<file path="src/vtksm_pkg.sv">
// shared types, byte codes and the key pattern table of the vt102 key sequence matcher
package vtksm_pkg;

   localparam int SEQ_DEPTH_DEFAULT = 8;
   localparam int NUM_PATTERNS = 26;
   localparam int PAT_MAX = 4;
   localparam int INDEX_W = 5;

   localparam logic [7:0] BYTE_ESC = 8'h1B;
   localparam logic [7:0] BYTE_LBRACKET = 8'h5B;
   localparam logic [7:0] ESC_FINAL_LO = 8'h30;
   localparam logic [7:0] ESC_FINAL_HI = 8'h7F;
   localparam logic [7:0] CSI_FINAL_LO = 8'h40;
   localparam logic [7:0] CSI_FINAL_HI = 8'h7E;

   typedef enum logic [2:0] {
      PHASE_PLAIN = 3'b001,
      PHASE_ESC   = 3'b010,
      PHASE_CSI   = 3'b100
   } phase_type;

   typedef enum logic [1:0] {
      OUTCOME_PENDING  = 2'd0,
      OUTCOME_NO_MATCH = 2'd1,
      OUTCOME_MATCH    = 2'd2
   } outcome_type;

   typedef logic [7:0] pat_bytes_type [PAT_MAX];

   localparam logic [2:0] PAT_LEN [NUM_PATTERNS] = '{
      3'd3, 3'd3, 3'd3, 3'd3, 3'd1, 3'd1, 3'd1, 3'd1, 3'd1, 3'd1,
      3'd1, 3'd1, 3'd1, 3'd4, 3'd1, 3'd1, 3'd1, 3'd1, 3'd2, 3'd2,
      3'd2, 3'd1, 3'd1, 3'd1, 3'd1, 3'd2
   };

   // unused tail bytes are never compared
   localparam pat_bytes_type PAT_BYTES [NUM_PATTERNS] = '{
      '{8'h1B, 8'h5B, 8'h41, 8'h00},
      '{8'h1B, 8'h5B, 8'h42, 8'h00},
      '{8'h1B, 8'h5B, 8'h43, 8'h00},
      '{8'h1B, 8'h5B, 8'h44, 8'h00},
      '{8'h7F, 8'h00, 8'h00, 8'h00},
      '{8'h0A, 8'h00, 8'h00, 8'h00},
      '{8'h01, 8'h00, 8'h00, 8'h00},
      '{8'h05, 8'h00, 8'h00, 8'h00},
      '{8'h0B, 8'h00, 8'h00, 8'h00},
      '{8'h19, 8'h00, 8'h00, 8'h00},
      '{8'h03, 8'h00, 8'h00, 8'h00},
      '{8'h06, 8'h00, 8'h00, 8'h00},
      '{8'h02, 8'h00, 8'h00, 8'h00},
      '{8'h1B, 8'h5B, 8'h33, 8'h7E},
      '{8'h09, 8'h00, 8'h00, 8'h00},
      '{8'h04, 8'h00, 8'h00, 8'h00},
      '{8'h0C, 8'h00, 8'h00, 8'h00},
      '{8'h0D, 8'h00, 8'h00, 8'h00},
      '{8'h1B, 8'h7F, 8'h00, 8'h00},
      '{8'h1B, 8'h62, 8'h00, 8'h00},
      '{8'h1B, 8'h66, 8'h00, 8'h00},
      '{8'h3F, 8'h00, 8'h00, 8'h00},
      '{8'h17, 8'h00, 8'h00, 8'h00},
      '{8'h10, 8'h00, 8'h00, 8'h00},
      '{8'h0E, 8'h00, 8'h00, 8'h00},
      '{8'h1B, 8'h64, 8'h00, 8'h00}
   };

endpackage

</file>
<file path="src/vt102_key_sequence_matcher.sv">
// Key sequence matcher: takes one terminal byte per request and returns one result per byte.
// The result is pending while an ESC or ESC-[ sequence is still open. When a sequence closes,
// the result is either the index of the matching key pattern or no-match. The block accepts
// one byte every clock cycle as long as results are taken. Each request passes an input
// register and then a result register. The phase, the length count and the first four
// sequence bytes are updated in the same cycle that the result register is loaded, and all
// 26 pattern compares run in parallel in that cycle. While the result register is stalled,
// one more request is still taken into the input register. SEQ_DEPTH sets how many bytes a
// sequence may hold before the parser drops it and starts over in the plain phase.
module vt102_key_sequence_matcher
   import vtksm_pkg::*;
#(
   parameter int SEQ_DEPTH = SEQ_DEPTH_DEFAULT
) (
   input  logic               clock,
   input  logic               reset,
   input  logic               req_valid,
   output logic               req_stall,
   input  logic [7:0]         req_in_byte,
   output logic               rsp_valid,
   input  logic               rsp_stall,
   output logic [1:0]         rsp_outcome,
   output logic [INDEX_W-1:0] rsp_command_index
);

   localparam int LEN_W = $clog2(SEQ_DEPTH + 1);

   logic               in_valid_ff, in_valid_in;
   logic [7:0]         in_byte_ff;
   logic               rsp_valid_ff, rsp_valid_in;
   outcome_type        outcome_ff, outcome_in;
   logic [INDEX_W-1:0] index_ff, index_in;
   phase_type          phase_ff, phase_in;
   logic [LEN_W-1:0]   len_ff, len_in;
   logic [7:0]         bytes_ff [PAT_MAX];
   logic [7:0]         bytes_in [PAT_MAX];

   logic               out_block;
   logic               process;
   logic               req_take;
   phase_type          phase_eff;
   logic [LEN_W-1:0]   pos;
   logic [LEN_W-1:0]   n;
   logic [7:0]         cand [PAT_MAX];
   logic               close_seq;
   logic               found;
   logic [INDEX_W-1:0] found_index;
   logic               pat_hit;

   assign out_block = rsp_valid_ff & rsp_stall;
   assign process = in_valid_ff & ~out_block;
   assign req_stall = in_valid_ff & out_block;
   assign req_take = req_valid & ~req_stall;

   assign rsp_valid = rsp_valid_ff;
   assign rsp_outcome = outcome_ff;
   assign rsp_command_index = index_ff;

   always_comb begin
      in_valid_in = in_valid_ff;
      if (req_take) begin
         in_valid_in = 1'b1;
      end else if (process) begin
         in_valid_in = 1'b0;
      end
   end

   // a full buffer drops the sequence before the byte is placed
   always_comb begin
      if (len_ff == LEN_W'(SEQ_DEPTH)) begin
         phase_eff = PHASE_PLAIN;
         pos = '0;
      end else begin
         phase_eff = phase_ff;
         pos = len_ff;
      end
      n = pos + LEN_W'(1);
   end

   always_comb begin
      for (int k = 0; k < PAT_MAX; k++) begin
         cand[k] = (pos == LEN_W'(k)) ? in_byte_ff : bytes_ff[k];
         bytes_in[k] = process ? cand[k] : bytes_ff[k];
      end
   end

   // lowest matching index wins
   always_comb begin
      found = 1'b0;
      found_index = '0;
      pat_hit = 1'b0;
      for (int i = NUM_PATTERNS - 1; i >= 0; i--) begin
         pat_hit = (n == LEN_W'(PAT_LEN[i]));
         for (int k = 0; k < PAT_MAX; k++) begin
            if ((LEN_W'(k) < n) && (cand[k] != PAT_BYTES[i][k])) begin
               pat_hit = 1'b0;
            end
         end
         if (pat_hit) begin
            found = 1'b1;
            found_index = INDEX_W'(i);
         end
      end
   end

   always_comb begin
      close_seq = 1'b0;
      phase_in = phase_eff;
      len_in = n;
      unique case (phase_eff)
         PHASE_PLAIN: begin
            if (in_byte_ff == BYTE_ESC) begin
               phase_in = PHASE_ESC;
            end else begin
               close_seq = 1'b1;
            end
         end
         PHASE_ESC: begin
            if (in_byte_ff == BYTE_LBRACKET) begin
               phase_in = PHASE_CSI;
            end else if (in_byte_ff >= ESC_FINAL_LO && in_byte_ff <= ESC_FINAL_HI) begin
               close_seq = 1'b1;
            end
         end
         PHASE_CSI: begin
            if (in_byte_ff >= CSI_FINAL_LO && in_byte_ff <= CSI_FINAL_HI) begin
               close_seq = 1'b1;
            end
         end
         default: begin
            len_in = '0;
         end
      endcase
      if (close_seq) begin
         phase_in = PHASE_PLAIN;
         len_in = '0;
      end
      if (!process) begin
         phase_in = phase_ff;
         len_in = len_ff;
      end
   end

   always_comb begin
      rsp_valid_in = rsp_valid_ff;
      outcome_in = outcome_ff;
      index_in = index_ff;
      if (process) begin
         rsp_valid_in = 1'b1;
         if (!close_seq) begin
            outcome_in = OUTCOME_PENDING;
            index_in = '0;
         end else if (found) begin
            outcome_in = OUTCOME_MATCH;
            index_in = found_index;
         end else begin
            outcome_in = OUTCOME_NO_MATCH;
            index_in = '0;
         end
      end else if (rsp_valid_ff && !rsp_stall) begin
         rsp_valid_in = 1'b0;
      end
   end

   always_ff @(posedge clock) begin
      if (reset) begin
         in_valid_ff <= 1'b0;
         rsp_valid_ff <= 1'b0;
         phase_ff <= PHASE_PLAIN;
         len_ff <= '0;
      end else begin
         in_valid_ff <= in_valid_in;
         rsp_valid_ff <= rsp_valid_in;
         phase_ff <= phase_in;
         len_ff <= len_in;
      end
   end

   always_ff @(posedge clock) begin
      if (req_take) begin
         in_byte_ff <= req_in_byte;
      end
      outcome_ff <= outcome_in;
      index_ff <= index_in;
      for (int k = 0; k < PAT_MAX; k++) begin
         bytes_ff[k] <= bytes_in[k];
      end
   end

`ifndef SYNTHESIS
   a_len_bound: assert property (@(posedge clock) disable iff (reset)
      len_ff <= LEN_W'(SEQ_DEPTH))
      else $error("sequence length beyond buffer depth");

   a_plain_empty: assert property (@(posedge clock) disable iff (reset)
      (phase_ff == PHASE_PLAIN) == (len_ff == '0))
      else $error("phase and sequence length disagree");

   a_match_index: assert property (@(posedge clock) disable iff (reset)
      rsp_valid_ff && outcome_ff == OUTCOME_MATCH |-> index_ff < INDEX_W'(NUM_PATTERNS))
      else $error("matched index out of pattern range");

   a_nomatch_zero: assert property (@(posedge clock) disable iff (reset)
      rsp_valid_ff && outcome_ff != OUTCOME_MATCH |-> index_ff == '0)
      else $error("index set without a match");

   a_process_result: assert property (@(posedge clock) disable iff (reset)
      process |=> rsp_valid_ff)
      else $error("processed request produced no result");
`endif

endmodule
</file>
<file path="config.mk">
export PLATFORM = sky130hd
export DESIGN_NAME = vt102_key_sequence_matcher
export DESIGN_NICKNAME = d
export VERILOG_FILES = /design/src/vtksm_pkg.sv /design/src/vt102_key_sequence_matcher.sv
export SDC_FILE = /design/constraint.sdc
export NUM_CORES = 1
export LEC_CHECK = 0
export ABC_AREA = 1
export BUFFER_PORTS_ARGS = -buffer_cell sky130_fd_sc_hd__buf_2
export CAP_MARGIN = 20
export CORE_MARGIN = 4
export CORE_UTILIZATION = 55
export CTS_BUF_LIST = sky130_fd_sc_hd__clkbuf_4 sky130_fd_sc_hd__clkbuf_8 sky130_fd_sc_hd__clkbuf_16
export CTS_CLUSTER_DIAMETER = 200
export DETAILED_ROUTE_END_ITERATION = 12
export PLACE_DENSITY_LB_ADDON = 0.2
export SLEW_MARGIN = 25
export SYNTH_ARGS = -nofsm -noshare
export SYNTH_HDL_FRONTEND = slang
export SYNTH_SLANG_ARGS = --single-unit
export TNS_END_PERCENT = 10
</file>
<file path="constraint.sdc">
create_clock -name clock -period 5.5 [get_ports clock]
set_input_delay 0 -clock clock [delete_from_list [all_inputs] [get_ports clock]]
set_output_delay 0 -clock clock [all_outputs]
set_load 0.02 [all_outputs]
</file>
# [After elaboration in Yosys (flattened, before gate mapping)]
# Memories as Yosys holds them, arrays and structs flattened.
# Cells that the tools add are included.
[classes] n_addsub=1 order_cmp=8 n_eq_ne=42 mux=172 bitwise_logic=8 n_reduce_logical=48
[ops] op="$mux W1" n=130
[ops] op="$ne A8 B7 Y1 const B" n=11
[ops] op="$mux W8" n=8
[ops] op="$mux W5" n=10
[ops] op="$ne A8 B4 Y1 const B" n=6
[ops] op="$mux W4" n=11
[ops] op="$logic_and A1 B1 Y1" n=35
[ops] op="$ne A8 B5 Y1 const B" n=4
[ops] op="$mux W3" n=8
[ops] op="$ne A8 B3 Y1 const B" n=3
[ops] op="$reduce_bool A8 Y1" n=3
[ops] op="$reduce_or A18 Y1" n=1
[ops] op="$eq A4 B2 Y1 const B" n=4
[ops] op="$le A8 B7 Y1 const B" n=2
[ops] op="$ne A8 B2 Y1 const B" n=2
[ops] op="$ne A8 B6 Y1 const B" n=2
[ops] op="$reduce_or A10 Y1" n=1
[ops] op="$eq A4 B1 Y1 const B" n=2
[ops] op="$eq A8 B5 Y1 const B" n=1
[ops] op="$eq A8 B7 Y1 const B" n=1
[ops] op="$ge A8 B6 Y1 const B" n=1
[ops] op="$ge A8 B7 Y1 const B" n=1
[ops] op="$lt A1 B4 Y1 const A" n=2
[ops] op="$lt A2 B4 Y1 const A" n=2
[ops] op="other kinds (18)" n=28
[totals] register_bits=24 mem_bits_rw=32 in_bits=12 elab_cells=291 memories=1
[mem_list] name="bytes_ff" depth=4 width=8 read_ports=4 rd_clocked_by_memory_dff=0 write_ports=4 line="vt102_key_sequence_matcher.sv:35" source="logic [7:0] bytes_ff [PAT_MAX];"

# [Depth between registers and ports, before layout]
[logic_depth] depth_word=38 mapped_depth=35 ltp_nobuf=34

# [Least setup slack after synthesis]
# OpenSTA, ideal clock, no wires.
[synth_path] kind="register -> register" startpoint="register rsp_valid_ff, in the netlist rsp_valid" endpoint="register phase_ff[0]" arrival_time_ns=3.202 setup_slack_ns=2.174 path_stages_with_launch=9 path_buffers=0 synth_period_minus_slack_ns=3.326 cell_sequence="dfxtp_1 nand2_1 inv_1 nor2_1 inv_1 nor2_1 nand2_1 o21ai_0 nand2_1"
[synth_between] elab_chain_cells=3
[synth_lines] item="from (decl)" line="vt102_key_sequence_matcher.sv:30" source="logic rsp_valid_ff, rsp_valid_in;"
[synth_lines] item="from (signal assigned)" line="vt102_key_sequence_matcher.sv:173" source="rsp_valid_ff <= rsp_valid_in;"
[synth_lines] item="$and A1 B1 Y1" line="vt102_key_sequence_matcher.sv:50" source="assign out_block = rsp_valid_ff & rsp_stall;"
[synth_lines] item="$not A1 Y1" line="vt102_key_sequence_matcher.sv:51" source="assign process = in_valid_ff & ~out_block;"
[synth_lines] item="$and A1 B1 Y1" line="vt102_key_sequence_matcher.sv:51"
[synth_lines] item="named net process" line="vt102_key_sequence_matcher.sv:39" source="logic process;"
[synth_lines] item="to (signal assigned)" line="vt102_key_sequence_matcher.sv:174" source="phase_ff <= phase_in;"
[synth_lines] item="to (decl)" line="vt102_key_sequence_matcher.sv:33" source="phase_type phase_ff, phase_in;"
# The timed path passes the listed nets, and every way through them passes these cells.
# A chain may end at the register's enable or synchronous reset.

# [Final worst setup path]
[layout_path] startpoint="register len_ff[0]" endpoint="register index_ff[0], in the netlist rsp_command_index[0], data pin"
[layout_between] elab_chain_cells=38 word_cells_on_any_way=237 cone_classes="add/sub (1); order compare (4); eq/ne (40); mux (153); bitwise (2); reduce/logical (37)"
[layout_lines] item="from (decl)" line="vt102_key_sequence_matcher.sv:34" source="logic [LEN_W-1:0] len_ff, len_in;"
[layout_lines] item="from (signal assigned)" line="vt102_key_sequence_matcher.sv:175" source="len_ff <= len_in;"
[layout_lines] item="branches (longest 38 deep; another with $add A4 B1 Y4)"
[layout_lines] item="to (signal assigned)" line="vt102_key_sequence_matcher.sv:184" source="index_ff <= index_in;"
[layout_lines] item="to (decl)" line="vt102_key_sequence_matcher.sv:32" source="logic [INDEX_W-1:0] index_ff, index_in;"
# Parallel ways; which one is timed is not known.

==> summary.txt <==
CTS
  – Skew-Pair Late Insertion Delay: 0.32 ns
  – Clock transition at the registers of the reported paths: 0.10 ns
  – Clk root buf: clkbuf_8
  – TritonCTS Buffers: 5
  – CTS tree: built
  – Max clock buf depth: 2
  – H-tree depth: 2
  – Clock sink count: 56
  – # Post-CTS Setup Buffers: 0

Power and ir drop
  – P_leak: 1.908 nW
  – Power Dens Cells: 223.3 nW/um^2
  – Max IR drop VDD: 149.2 uV
  – Final Power: 0.9000 mW

Global route
  – Vias in the first global route: 2986
  – Total gr overflow: 0
  – GRT Overall Usage: 22.09%
  – Largest net degree at the start of global routing: 43
  – First-pass GRT wire length: 13.56 mm
  – Antenna violations before repair: 0

Die
  – # IOs: 21
  – Starting Density: 57.06%
  – Die height: 89.63 um
  – Die ar.: 8034 um^2
  – Core box area: 6422 um^2
  – Rows: 29
  – Chip width: 89.63 um

Finish
  – Nets@finish: 545
  – Area growth syn-to-layout: 9.969%
  – Finished Core Util: 62.75%
  – Fillers: 566
  – Post-route insts no fill: 605
  – Fin area: 4030 um^2
  – N_diodes: 0
  – Layout cells sized above 1: 10.80%

Route
  – WL/cell: 13.42 um
  – # DRC: 0
  – Vias post-DR: 3256
  – Post-route ant nets: 0
  – Vias per cell: 5.382
  – Iteration-0 DRC Markers: 261
  – Drt first pass iters: 6
  – WL final: 8.118 mm

STA
  – Setup TNS Final: 0 ns
  – Clock skew: 0.007878 ns
  – Final Setup Violations: 0
  – Final Hold Slack: 0.3877 ns
  – Setup ws final: 1.511 ns
  – Worst slew pin tran: 0.5311 ns
  – Pins over their slew limit: 0
  – RSZ-0062 raised after global routing: no
  – Min cycle time layout: 3.989 ns
  – Final Hold Viols: 0
  – Final Cycle Share: 72.53%
  – Relative slew slack: 64.60%
  – Max Freq: 250.7 MHz

Synthesis
  – Sequential-to-total area share from yosys stat: 43.43%
  – Top post-synthesis cells by count: nand2_1, inv_1, edfxtp_1
  – Adder-cell share of the synthesized area: 2.048%
  – Synth area leader: edfxtp_1
  – Most used DFF post-synth: edfxtp_1
  – Ys Warns: 0
  – Post-synth net total: 514
  – Main area contributors after synthesis: edfxtp_1, nand2_1, inv_1
  – Synth Area per Inst: 7.389 um^2
  – Post-synth EDFFs: 47
  – Simple logic cell fraction of the synthesized area: 30.15%
  – Mapped Area: 3665 um^2
  – Compound-Gate Fraction of Synth Area: 12.60%
  – Gate Count Post-Synth: 496
  – Post-synth cell types: 38
  – Main combinational cell family by area after synthesis: simple AND/OR/NAND/NOR gates
  – Flops & latches, synth: 56
  – XOR/XNOR share of the synthesized area: 0.2390%
  – Mux share of post-synthesis cell area: 0%
  – Post-synth top area share: 38.51%
  – Most common cell in the netlist: nand2_1
  – FFs w/ async S/R, synth: 0%

Job
  – Max-cap violations: 0

Worst hold path
  – Worst Hold Depth: 2
  – Hold Path Class: in2reg

Worst setup path
  – CP max FO: 16
  – Crit path launch type: flop
  – Worst reg2reg path depth: 26
  – Endpoint class of the critical path: flop
  – Setup CP Type: reg2reg
  – Critical Path AT: 4.16 ns
  – Worst Path Required: 5.67 ns

Placement
  – Area after DPL: 3817 um^2
  – Dpl hpwl: 6.120 mm
  – Inst Count DP: 585
  – DP Worst Slack: 1.565 ns
  – Routability cong.: 0.9272
  – Port bufs: 20

Status
  – Status: complete, no violations
[path summary, 6_finish.rpt]
| path | start | to | slack (ns) |
|---|---|---|---|
| worst max-delay path | len_ff[0]$_SDFFE_PP0P_ | rsp_command_index[0]$_SDFFCE_PP0P_ | 1.51 |
| worst min-delay path | req_in_byte[1] | in_byte_ff[1]$_DFFE_PP_ | 0.39 |
| worst max register to register | len_ff[0]$_SDFFE_PP0P_ | rsp_command_index[0]$_SDFFCE_PP0P_ | 1.51 |
| worst min register to register | phase_ff[2]$_SDFFE_PP0P_ | phase_ff[2]$_SDFFE_PP0P_ | 0.50 |
[worst max-delay path, cell delays in order (launching register included)]
cell     delay [ns]
dfxtp_1        0.38
inv_1          0.14
ha_1           0.44
inv_2          0.08
a21oi_4        0.35
nand2_2        0.27
o21ai_0        0.37
nand4_1        0.14
nor4_1         0.30
o21ai_1        0.17
nor2_4         0.24
nand2_1        0.13
nand2_1        0.08
nand2_1        0.04
nand2_1        0.05
nand2_1        0.05
nand3_1        0.06
nand2_1        0.05
nand2_1        0.05
nand2_1        0.05
nand2_1        0.06
nand2_1        0.04
nand2_1        0.05
nand2_1        0.05
nand2_1        0.05
nand2_1        0.05
a21oi_1        0.11
[cell type report]
cell class	count	area (um^2)	area share [%]
timing repair buffer	33	227.7	5.650
tap	77	96.34	2.391
sequential	56	1592	39.49
clock buffer	6	76.32	1.894
clock inverter	2	16.27	0.4036
inverter	97	364.1	9.034
multi-input combinational	334	1658	41.14
[placed cells by master (no fill, tap or decap), types with 12 or more instances in the layout]
cell type,count
o21ai_1,23
nand3_1,35
nand2_1,131
nor3_1,12
inv_1,94
buf_2,20
nor2_1,35
o21ai_0,23
dlygate4sd3_1,12
edfxtp_1,47
a21oi_1,13
[sequential cells by signal, summed over array words and instances (netlist names)]
signal / count
rsp_command_index: 5
in_byte_ff: 8
len_ff: 4
phase_ff: 3
rsp_outcome: 2
bytes_ff: 32
rsp_valid: 1
in_valid_ff: 1
[where the power goes]
part	internal [mW]	total (mW)	switching (mW)
clock	0.0959	0.233	0.137
combinational	0.0497	0.167	0.117
sequential	0.487	0.500	0.0130
[per-layer routing]
metal,up-vias,global-route usage [%],share of wire (%)
met5,-,0,0
met1,1449,29.59,45
met2,102,36.24,47
met3,16,3.558,5.1
met4,0,7.848,2.3
li1,1689,-,-
[timing repair]
action / 4_1_cts / 5_1_grt
hold endpoints to repair: 16 / 0
gates resized for setup: 0 / 0
hold buffers: 12 / 0
[cells by family after synthesis]
kind of cell	after synthesis
buffers and inverters	106
xor gates and xnor gates	1
AOI/OAI and AO/OA	78
adders and majority gates	6
DFF	56
and+or+nand+nor	249
(Power assumes the default switching activity.)
